$ cat src/rtl/core/apf_pkg.sv
// ----------------------------------------------------------------------------
// apf_pkg
// Shared constants and controller/datapath interface types for the
// all-pole feedback filter.
// ----------------------------------------------------------------------------
package apf_pkg;

	// Fixed field and register widths.
	localparam int COEFF_W    = 18;
	localparam int FRAC_BITS  = 16;
	localparam int TAPS_W     = 3;
	localparam int CFG_IDX_W  = 3;
	localparam int CFG_DATA_W = 18;

	// Register indexes on the configuration port.
	localparam logic [CFG_IDX_W-1:0] REG_TAPS    = 3'd0;
	localparam logic [CFG_IDX_W-1:0] REG_COEFF_1 = 3'd1;

	// Commands from the controller to the datapath.
	typedef struct packed {
		logic load;    // capture the accepted item, apply clear
		logic mac;     // issue the multiply for the current tap
		logic finish;  // round, saturate, write output and history
	} cmd_t;

	// Status from the datapath to the controller.
	typedef struct packed {
		logic last_tap;   // current tap is the last one in use
		logic out_stall;  // output register holds an item not yet taken
	} sts_t;

endpackage

$ cat src/rtl/core/apf_ctrl.sv
// ----------------------------------------------------------------------------
// apf_ctrl
// Sequencer for the feedback filter: accepts one item, steps the shared
// multiply-accumulate over the active taps, then hands the result to the
// output register.
// ----------------------------------------------------------------------------
module apf_ctrl
	import apf_pkg::*;
(
	input  logic clk,
	input  logic arst_n,
	input  logic in_valid,
	output logic in_ready,
	input  sts_t sts,
	output cmd_t cmd
);

	localparam logic [1:0] ST_IDLE  = 2'd0;
	localparam logic [1:0] ST_MAC   = 2'd1;
	localparam logic [1:0] ST_DRAIN = 2'd2;
	localparam logic [1:0] ST_FIN   = 2'd3;

	logic [1:0] state_q;
	logic [1:0] state_d;

	// Handshake and commands.
	assign in_ready   = (state_q == ST_IDLE);
	assign cmd.load   = in_valid && in_ready;
	assign cmd.mac    = (state_q == ST_MAC);
	assign cmd.finish = (state_q == ST_FIN) && !sts.out_stall;

	// Next-state logic.
	always_comb begin
		state_d = state_q;
		unique case (state_q)
			ST_IDLE: begin
				if (cmd.load) state_d = ST_MAC;
			end
			ST_MAC: begin
				if (sts.last_tap) state_d = ST_DRAIN;
			end
			ST_DRAIN: begin
				state_d = ST_FIN;
			end
			ST_FIN: begin
				if (!sts.out_stall) state_d = ST_IDLE;
			end
			default: begin
				state_d = ST_IDLE;
			end
		endcase
	end

	// State register.
	always_ff @(posedge clk or negedge arst_n) begin
		if (!arst_n) begin
			state_q <= ST_IDLE;
		end else begin
			state_q <= state_d;
		end
	end

	// Multiplies start right after an item is taken.
	a_load_then_mac: assert property (@(posedge clk) disable iff (!arst_n)
		cmd.load |=> cmd.mac)
		else $error("multiply sequence did not start after accept");

	// The last tap always leads to the drain step.
	a_last_tap_drain: assert property (@(posedge clk) disable iff (!arst_n)
		(state_q == ST_MAC && sts.last_tap) |=> (state_q == ST_DRAIN))
		else $error("tap loop did not end on the last tap");

endmodule

$ cat src/rtl/core/apf_datapath.sv
// ----------------------------------------------------------------------------
// apf_datapath
// Configuration registers, output history, one registered multiplier with
// an accumulator, rounding and saturation, and the output register.
// ----------------------------------------------------------------------------
module apf_datapath
	import apf_pkg::*;
#(
	parameter int MAX_TAPS     = 6,
	parameter int SAMPLE_WIDTH = 24
) (
	input  logic                           clk,
	input  logic                           arst_n,
	input  logic                           cfg_write,
	input  logic [CFG_IDX_W-1:0]           cfg_index,
	input  logic [CFG_DATA_W-1:0]          cfg_data,
	input  logic signed [SAMPLE_WIDTH-1:0] sample_in,
	input  logic                           clear,
	input  cmd_t                           cmd,
	output sts_t                           sts,
	output logic                           out_valid,
	input  logic                           out_ready,
	output logic signed [SAMPLE_WIDTH-1:0] filtered_sample,
	output logic                           overflow
);

	localparam int IDX_W  = (MAX_TAPS > 1) ? $clog2(MAX_TAPS) : 1;
	localparam int PROD_W = COEFF_W + SAMPLE_WIDTH;
	localparam int ACC_W  = SAMPLE_WIDTH + COEFF_W + 3;
	localparam int YF_W   = ACC_W - FRAC_BITS;

	localparam logic signed [ACC_W-1:0] RND_HALF = 1 <<< (FRAC_BITS - 1);
	localparam logic signed [YF_W-1:0]  Y_MAX    =
		{{(YF_W - SAMPLE_WIDTH + 1){1'b0}}, {(SAMPLE_WIDTH - 1){1'b1}}};
	localparam logic signed [YF_W-1:0]  Y_MIN    =
		{{(YF_W - SAMPLE_WIDTH + 1){1'b1}}, {(SAMPLE_WIDTH - 1){1'b0}}};

	logic [TAPS_W-1:0]              taps_q;
	logic signed [COEFF_W-1:0]      coeff_q [MAX_TAPS];
	logic signed [SAMPLE_WIDTH-1:0] hist_q  [MAX_TAPS];
	logic [IDX_W-1:0]               wp_q;
	logic [IDX_W-1:0]               j_q;
	logic [IDX_W-1:0]               k_q;
	logic signed [ACC_W-1:0]        acc_q;
	logic signed [PROD_W-1:0]       prod_s1;
	logic                           prod_vld_s1;
	logic                           out_valid_q;
	logic signed [SAMPLE_WIDTH-1:0] out_sample_q;
	logic                           out_ovf_q;

	logic [TAPS_W-1:0]              eff_taps;
	logic [IDX_W-1:0]               eff_m1;
	logic [IDX_W-1:0]               wp_start;
	logic [TAPS_W-1:0]              wp_inc;
	logic [IDX_W-1:0]               wp_next;
	logic signed [PROD_W-1:0]       mult;
	logic signed [ACC_W-1:0]        rnd;
	logic signed [YF_W-1:0]         y_full;
	logic                           ovf_hi;
	logic                           ovf_lo;
	logic signed [SAMPLE_WIDTH-1:0] y_sat;

	// Tap count in use: zero counts as one, large values clamp to the maximum.
	always_comb begin
		if (taps_q == '0) begin
			eff_taps = TAPS_W'(1);
		end else if (taps_q > TAPS_W'(MAX_TAPS)) begin
			eff_taps = TAPS_W'(MAX_TAPS);
		end else begin
			eff_taps = taps_q;
		end
	end
	assign eff_m1 = IDX_W'(eff_taps - TAPS_W'(1));

	// Newest-entry position at the start of an item, after clear and wrap.
	assign wp_start = (clear || (TAPS_W'(wp_q) >= eff_taps)) ? '0 : wp_q;

	// Position of the entry written when the item finishes.
	assign wp_inc  = TAPS_W'(wp_q) + TAPS_W'(1);
	assign wp_next = (wp_inc >= eff_taps) ? '0 : IDX_W'(wp_inc);

	// Shared multiplier, registered before the accumulator.
	assign mult = coeff_q[k_q] * hist_q[j_q];

	// Round half up, then saturate to the sample range.
	assign rnd    = acc_q + RND_HALF;
	assign y_full = $signed(rnd[ACC_W-1:FRAC_BITS]);
	assign ovf_hi = (y_full > Y_MAX);
	assign ovf_lo = (y_full < Y_MIN);
	always_comb begin
		if (ovf_hi) begin
			y_sat = Y_MAX[SAMPLE_WIDTH-1:0];
		end else if (ovf_lo) begin
			y_sat = Y_MIN[SAMPLE_WIDTH-1:0];
		end else begin
			y_sat = y_full[SAMPLE_WIDTH-1:0];
		end
	end

	// Configuration registers.
	always_ff @(posedge clk or negedge arst_n) begin
		if (!arst_n) begin
			taps_q <= TAPS_W'(1);
			for (int i = 0; i < MAX_TAPS; i++) coeff_q[i] <= '0;
		end else if (cfg_write) begin
			if (cfg_index == REG_TAPS) taps_q <= cfg_data[TAPS_W-1:0];
			for (int i = 0; i < MAX_TAPS; i++) begin
				if (cfg_index == CFG_IDX_W'(REG_COEFF_1 + i)) begin
					coeff_q[i] <= $signed(cfg_data[COEFF_W-1:0]);
				end
			end
		end
	end

	// Output history and write position.
	always_ff @(posedge clk or negedge arst_n) begin
		if (!arst_n) begin
			wp_q <= '0;
			for (int i = 0; i < MAX_TAPS; i++) hist_q[i] <= '0;
		end else if (cfg_write && cfg_index == REG_TAPS) begin
			wp_q <= '0;
			for (int i = 0; i < MAX_TAPS; i++) hist_q[i] <= '0;
		end else if (cmd.load) begin
			wp_q <= wp_start;
			if (clear) begin
				for (int i = 0; i < MAX_TAPS; i++) hist_q[i] <= '0;
			end
		end else if (cmd.finish) begin
			wp_q            <= wp_next;
			hist_q[wp_next] <= y_sat;
		end
	end

	// Tap walk and product pipeline.
	always_ff @(posedge clk or negedge arst_n) begin
		if (!arst_n) begin
			prod_vld_s1 <= 1'b0;
		end else begin
			prod_vld_s1 <= cmd.mac;
		end
	end

	always_ff @(posedge clk) begin
		if (cmd.load) begin
			k_q <= '0;
			j_q <= wp_start;
		end else if (cmd.mac) begin
			k_q <= k_q + IDX_W'(1);
			j_q <= (j_q == '0) ? eff_m1 : j_q - IDX_W'(1);
		end
		if (cmd.mac) prod_s1 <= mult;
	end

	// Accumulator: seeded with the input sample in Q.16.
	always_ff @(posedge clk) begin
		if (cmd.load) begin
			acc_q <= ACC_W'(sample_in) <<< FRAC_BITS;
		end else if (prod_vld_s1) begin
			acc_q <= acc_q + ACC_W'(prod_s1);
		end
	end

	// Output register.
	always_ff @(posedge clk or negedge arst_n) begin
		if (!arst_n) begin
			out_valid_q <= 1'b0;
		end else if (cmd.finish) begin
			out_valid_q <= 1'b1;
		end else if (out_ready) begin
			out_valid_q <= 1'b0;
		end
	end

	always_ff @(posedge clk) begin
		if (cmd.finish) begin
			out_sample_q <= y_sat;
			out_ovf_q    <= ovf_hi || ovf_lo;
		end
	end

	assign out_valid       = out_valid_q;
	assign filtered_sample = out_sample_q;
	assign overflow        = out_ovf_q;

	assign sts.last_tap  = (k_q == eff_m1);
	assign sts.out_stall = out_valid_q && !out_ready;

	// The write position always points inside the active part of the history.
	a_wp_in_range: assert property (@(posedge clk) disable iff (!arst_n)
		TAPS_W'(wp_q) < eff_taps)
		else $error("write position outside active taps");

	// History reads stay inside the active taps.
	a_rd_in_range: assert property (@(posedge clk) disable iff (!arst_n)
		cmd.mac |-> (TAPS_W'(j_q) < eff_taps))
		else $error("history read outside active taps");

	// No product is left pending when a new item seeds the accumulator.
	a_no_stale_prod: assert property (@(posedge clk) disable iff (!arst_n)
		prod_vld_s1 |-> !cmd.load)
		else $error("product pending at accept");

endmodule

$ cat src/rtl/core/all_pole_feedback_filter.sv
// ----------------------------------------------------------------------------
// all_pole_feedback_filter
// All-pole IIR filter: y = x + sum of coeff_k * y[n-k], Q2.16 coefficients,
// rounded and saturated to the sample width, one shared multiplier.
// Steps per item: the accept cycle, one multiply per tap in use (1..6), a drain
// step and a finish step that writes the output register; a held output
// register stalls the finish. A new item is taken only after the finish.
// Reset clears history, write position, coefficients (0) and tap count (1).
// ----------------------------------------------------------------------------
module all_pole_feedback_filter
	import apf_pkg::*;
#(
	parameter int MAX_TAPS     = 6,
	parameter int SAMPLE_WIDTH = 24
) (
	input  logic                           clk,
	input  logic                           arst_n,
	input  logic                           cfg_write,
	input  logic [CFG_IDX_W-1:0]           cfg_index,
	input  logic [CFG_DATA_W-1:0]          cfg_data,
	input  logic                           in_valid,
	output logic                           in_ready,
	input  logic signed [SAMPLE_WIDTH-1:0] sample_in,
	input  logic                           clear,
	output logic                           out_valid,
	input  logic                           out_ready,
	output logic signed [SAMPLE_WIDTH-1:0] filtered_sample,
	output logic                           overflow
);

	cmd_t cmd;
	sts_t sts;

	// Sequencer.
	apf_ctrl u_ctrl (
		.clk      (clk),
		.arst_n   (arst_n),
		.in_valid (in_valid),
		.in_ready (in_ready),
		.sts      (sts),
		.cmd      (cmd)
	);

	// Arithmetic, storage and output register.
	apf_datapath #(
		.MAX_TAPS     (MAX_TAPS),
		.SAMPLE_WIDTH (SAMPLE_WIDTH)
	) u_datapath (
		.clk             (clk),
		.arst_n          (arst_n),
		.cfg_write       (cfg_write),
		.cfg_index       (cfg_index),
		.cfg_data        (cfg_data),
		.sample_in       (sample_in),
		.clear           (clear),
		.cmd             (cmd),
		.sts             (sts),
		.out_valid       (out_valid),
		.out_ready       (out_ready),
		.filtered_sample (filtered_sample),
		.overflow        (overflow)
	);

endmodule

$ cat config.mk
export PLATFORM = sky130hd
export DESIGN_NAME = all_pole_feedback_filter
export DESIGN_NICKNAME = d
export VERILOG_FILES = /design/src/rtl/core/apf_pkg.sv /design/src/rtl/core/apf_ctrl.sv /design/src/rtl/core/apf_datapath.sv /design/src/rtl/core/all_pole_feedback_filter.sv
export SDC_FILE = /design/constraint.sdc
export NUM_CORES = 2
export LEC_CHECK = 0
export ABC_AREA = 1
export CAP_MARGIN = 10
export CORE_MARGIN = 2
export CORE_UTILIZATION = 35
export DETAILED_ROUTE_END_ITERATION = 8
export DONT_BUFFER_PORTS = 1
export GPL_ROUTABILITY_DRIVEN = 0
export SYNTH_ARGS = -nofsm -noshare
export SYNTH_HDL_FRONTEND = slang
export SYNTH_SLANG_ARGS = --single-unit
$ cat constraint.sdc
create_clock -name clk -period 8.55 [get_ports clk]
set_input_delay 0.855 -clock clk [delete_from_list [all_inputs] [get_ports clk]]
set_output_delay 0.855 -clock clk [all_outputs]
set_load 0.02 [all_outputs]
Word level (Yosys, flattened, before mapping). Index checks and enable logic that the tools add are counted.

Register bits after elaboration: 380. Input bits: 51.

$add $sub $neg: 6. Multiply operators: 1. Magnitude comparators: 9. Eq/ne operators: 14. Multiplexer cells: 33. Bitwise gates (word level): 3. Reduce and logical (&&, ||, !) cells: 26.

Operators by type and width (count): $mux 144 (4); $bwmux 144 (1); $mux 24 (5); $mux 45 (2); $bmux 24 s3 (1); $demux 24 s3 (1); $bmux 18 s3 (1); $add 45x17->45 const B (1); $add 45x42->45 (1); $mul 18x24->42 (1); $mux 18 (2); $mux 3 (10); $gt 29x24->1 const B (1); $lt 29x24->1 const B (1); $reduce_and 2->1 (8); $ge 4x4->1 const B (3); $not 3->4 (3); $eq 3x3->1 const B (3); $logic_not 3->1 (3); $pmux 2 s4 (1); $add 3x1->3 const B (2); $eq 3x2->1 const B (2); $ge 3x3->1 (2); $mux 2 (3); other kinds (17) (30).

Longest topological paths before layout.
Word-level depth: 14. Mapped depth: 35. Gate-level depth less buffers: 31.

By module. A second synthesis with hierarchy kept.

Cells, all modules: 4676. Area, all modules: 36623.9 um^2.

By module, submodules not included: apf_datapath (times used 1, cells each 4649, area each 36426.2 um^2, seq. area each 9860.7 um^2); apf_ctrl (times used 1, cells each 27, area each 197.7 um^2, seq. area each 50.0 um^2).

Least setup slack after synthesis. OpenSTA, ideal clock, no wires.

Kind: reg2reg. Start point: register u_datapath.j_q[0]. End point: register u_datapath.prod_s1[27] (data pin). Library setup time: 0.252 ns. Data arrival time: 6.443 ns. Required time: 8.298 ns. Slack: 1.855 ns. Cell stages (with the launch flop): 29. Path buffers: 4. Clock period less this slack: 6.695 ns. Cells stage by stage: edfxtp_1 -> buf_2 -> inv_1 -> buf_2 -> buf_1 -> nor2_1 -> o21ai_1 -> buf_2 -> nand2_1 -> fa_1 -> inv_1 -> fa_1 -> inv_1 -> fa_1 -> inv_1 -> fa_1 -> fa_1 -> inv_1 -> fa_1 -> inv_1 -> ha_1 -> nand2_1 -> nor2_1 -> nand2_1 -> o21ai_0 -> a21oi_1 -> nand2b_1 -> nand3_1 -> nand2_1.

Cells in the longest elaborated chain, start to end: 5.

Ends and longest elaborated chain: from (decl) (line apf_datapath.sv:42) `logic [IDX_W-1:0] j_q;`; from (signal assigned) (line apf_datapath.sv:146) `j_q <= wp_start;`; from (signal assigned) (line apf_datapath.sv:149) `j_q <= (j_q == '0) ? eff_m1 : j_q - IDX_W'(1);`; $not 3->4 (not written as such) (line apf_datapath.sv:83) `assign mult = coeff_q[k_q] * hist_q[j_q];`; $bmux 24 s3 (line apf_datapath.sv:83); $mux 24 (not written as such) (2 in series) (line apf_datapath.sv:83); $mul 18x24->42 (line apf_datapath.sv:83); via u_datapath.mult[27] (line apf_datapath.sv:56) `logic signed [PROD_W-1:0] mult;`; to (signal assigned) (line apf_datapath.sv:151) `if (cmd.mac) prod_s1 <= mult;`; to (decl) (line apf_datapath.sv:45) `logic signed [PROD_W-1:0] prod_s1;`.

The timed path passes the listed nets, and every way through them passes these cells. The select of a mux whose other input is x is not followed. A chain may end at the register's enable or synchronous reset.

Final worst setup path.
Start point: register u_datapath.j_q[0]. End point: register u_datapath.prod_s1[38] (data pin).

Same word-level chain as after synthesis.

==> summary.md <==
| Metric | Value |
|---|---|
| CTS max path bufs | `3` |
| Via count | `30100` |
| Post-route clock period utilization | `91.1%` |
| Commonest cells post-synth | `1435 x nand2_1, 850 x inv_1, 426 x fa_1, 354 x nor2_1, 348 x o21ai_0` |
| Clock Latency Late Sink | `0.63 ns` |
| Setup TNS | `0 ns` |
| Final hold vios | `0` |
| CTS H-tree lvls | `2` |
| Max Slew Vio Count | `0` |
| Top FF cell, synth | `dfrtp_1` |
| Netlist Area Pre-Place | `36300 um2` |
| Number of flops mapped to enable cells by yosys | `99` |
| Die Width | `326 um` |
| Die Span Y | `326 um` |
| Vias/cell | `4.97` |
| Slew at the pin with the worst max-slew slack | `1.20 ns` |
| Synth area leaders | `fa_1 23%, dfrtp_1 18%, nand2_1 15%` |
| Slew HR | `19.8%` |
| Synth cell types | `47` |
| Setup Buffers After CTS | `0` |
| Core area | `103000 um2` |
| WL/cell | `17.7 um` |
| Crit path time final | `7.79 ns` |
| Synthesis Warnings | `0` |
| CTS Sinks | `380` |
| Unrepaired setup endpoints after global routing | `false` |
| IO buf count | `0` |
| Most common cell in the netlist | `nand2_1` |
| CP arrival | `8.12 ns` |
| Status | `completed` |
| HP Class | `in2async` |
| Cts bufs inserted | `45` |
| Area leader, netlist | `fa_1` |
| DIE AREA | `106000 um2` |
| Setup violators final | `0` |
| CTS tree | `built` |
| GRT overflow | `0` |
| Initial core utilization | `35.2%` |
| DP HPWL | `82300 um` |
| #FFs+latches synth | `380` |
| Top-area cell type share of the netlist area | `23.5%` |
| ANT nets after route | `0` |
| Critical path endpoint category | `flip-flop` |
| WP data required | `8.88 ns` |
| Layout overhead on the synthesized area | `9.60%` |
| Number of I/O pins | `78` |
| Async SR Flop Fraction | `68.9%` |
| Vias in the first global route | `29400` |
| Std-Cell Rows | `118` |
| WHS | `0.0880 ns` |
| TritonRoute pass-1 iters | `6` |
| GRT Util Overall | `20.3%` |
| Fmax | `0.128 GHz` |
| Syn_nets | `5301` |
| Share of cells above drive strength 1 | `5.28%` |
| Worst Reg2Reg Path Length in Cells | `26` |
| Mapped Avg Cell Area | `7.79 um2` |
| N_diodes | `0` |
| First-pass GRT wire length | `170000 um` |
| Setup Skew | `0.0534 ns` |
| Largest net degree at the start of global routing | `262` |
| Clk pin slew, worst setup/hold paths | `0.06 ns` |
| Register area share after synthesis | `27.3%` |
| DRC | `0` |
| CP Max Fanout | `27` |
| Clk root buf | `clkbuf_16` |
| Startpoint Class | `flip-flop` |
| Routed wire length | `107000 um` |
| Post-CTS sizing | `0` |
| Initial DRC Count | `2850` |
| Initial antenna violation count | `2` |
| # nets final | `5282` |
| Cells after Synth | `4659` |
| Crit path kind | `reg2reg` |
| Max Cap Viol | `0` |
-- sequential cells by signal, indices dropped and copies added (netlist names) --
signal / cells
u_datapath.hist_q: 144
u_datapath.coeff_q: 108
u_datapath.acc_q: 45
u_datapath.prod_s1: 42
u_datapath.filtered_sample: 24
u_datapath.j_q: 3
u_datapath.k_q: 3
u_datapath.taps_q: 3
u_datapath.wp_q: 3
u_ctrl.state_q: 2
u_datapath.out_valid: 1
u_datapath.overflow: 1
u_datapath.prod_vld_s1: 1
-- what timing repair did --
item                                   4_1_cts  5_1_grt
endpoints found under the hold margin      261        0
setup endpoints to repair                    0        0
hold buffers                                 1        0
-- metrics by stage --
stage | setup slack, ns | cell area (um2) | std cells | utilization (%)
2_1_floorplan | 1.86 | 36300 | 4659 | -
3_3_place_gp | 0.947 | 38100 | 5971 | 37.0
3_5_place_dp | 0.864 | 38100 | 5971 | 37.0
4_1_cts | 0.811 | 39800 | 6056 | 38.5
5_1_grt | 0.252 | 39800 | 6057 | 38.6
6_report | 0.760 | 39800 | 6057 | 38.6
-- logic make-up after synthesis --
group	after synthesis	synth area share [%]
and+or+nand+nor	1977	21.7
adders and majority gates	591	29.2
DFF	380	27.3
xor gates and xnor gates	84	2.03
buffers and inverters	1012	10.7
AOI/OAI and AO/OA	615	9.08
-- cell usage in the layout (no fill, tap or decap), types with 6 or more instances in the layout --
cell	synthesis	layout
xnor2_1	38	38
nor2_1	354	352
xor2_1	46	46
nor3_1	19	17
buf_4	0	85
clkbuf_1	85	6
a21o_1	10	10
nand2_4	19	19
a31oi_1	14	14
dfrtp_1	261	261
o21a_1	6	6
clkinv_1	5	7
o21ai_0	348	348
nand2_1	1435	1434
dfxtp_1	19	18
nor2_2	4	6
nand2_2	23	24
inv_1	850	849
fa_1	426	426
a21oi_1	112	112
ha_1	165	164
a22o_1	6	6
o22ai_1	43	43
o21bai_1	18	18
clkinv_2	0	7
clkbuf_16	0	47
nand3_1	84	84
edfxtp_1	99	99
o21ai_1	45	25
o21ai_2	0	20
nand4_1	21	21
-- final cells by class --
type	count	area (um2)
Clock buffer	58	1270
Tap cell	1380	1730
Sequential cell	380	9910
Multi-Input combinational cell	3267	22600
Timing Repair Buffer	90	753
Fill cell	10600	63400
Inverter	856	3210
Clock inverter	26	324
-- routing by layer --
metal	GRT usage, %	routed length (um)	up-vias
met5	0	0	-
met4	5.31	2850	0
met3	2.45	7200	170
met2	32.8	49600	1044
met1	28.8	47800	14700
li1	-	-	14200
-- path summary, 6_finish.rpt --
path	from	endpoint	slack (ns)
setup / recovery	u_datapath.j_q[0]$_DFFE_PP_	u_datapath.prod_s1[38]$_DFFE_PP_	0.76
hold / removal	arst_n	u_datapath.taps_q[0]$_DFFE_PN1P_	0.09
setup reg to reg	u_datapath.j_q[0]$_DFFE_PP_	u_datapath.prod_s1[38]$_DFFE_PP_	0.76
hold reg to reg	u_datapath.acc_q[12]$_SDFFE_PP0P_	u_datapath.acc_q[12]$_SDFFE_PP0P_	0.46
max in group asynchronous	arst_n	u_datapath.coeff_q[49]$_DFFE_PN0P_	7.09
min in group clk	sample_in[22]	u_datapath.acc_q[38]$_DFFE_PP_	0.41
-- worst max-delay path: stages, from the launching register on --
cell	delay, ns
edfxtp_1	0.41
inv_2	0.25
buf_4	0.25
or2_2	0.27
a32oi_1	0.54
clkinv_1	0.62
buf_4	0.37
nand2_1	0.07
inv_1	0.06
fa_1	0.46
fa_1	0.54
inv_1	0.05
fa_1	0.49
inv_1	0.05
fa_1	0.48
fa_1	0.49
inv_1	0.05
fa_1	0.53
inv_1	0.04
ha_1	0.35
nand2_1	0.14
nor3_1	0.33
inv_1	0.11
nor3_1	0.22
nand3_1	0.11
nand3_1	0.12
xor2_1	0.07
Power is not shown: default switching activity piles up to over one toggle a cycle in this logic, so the estimate is an artifact.
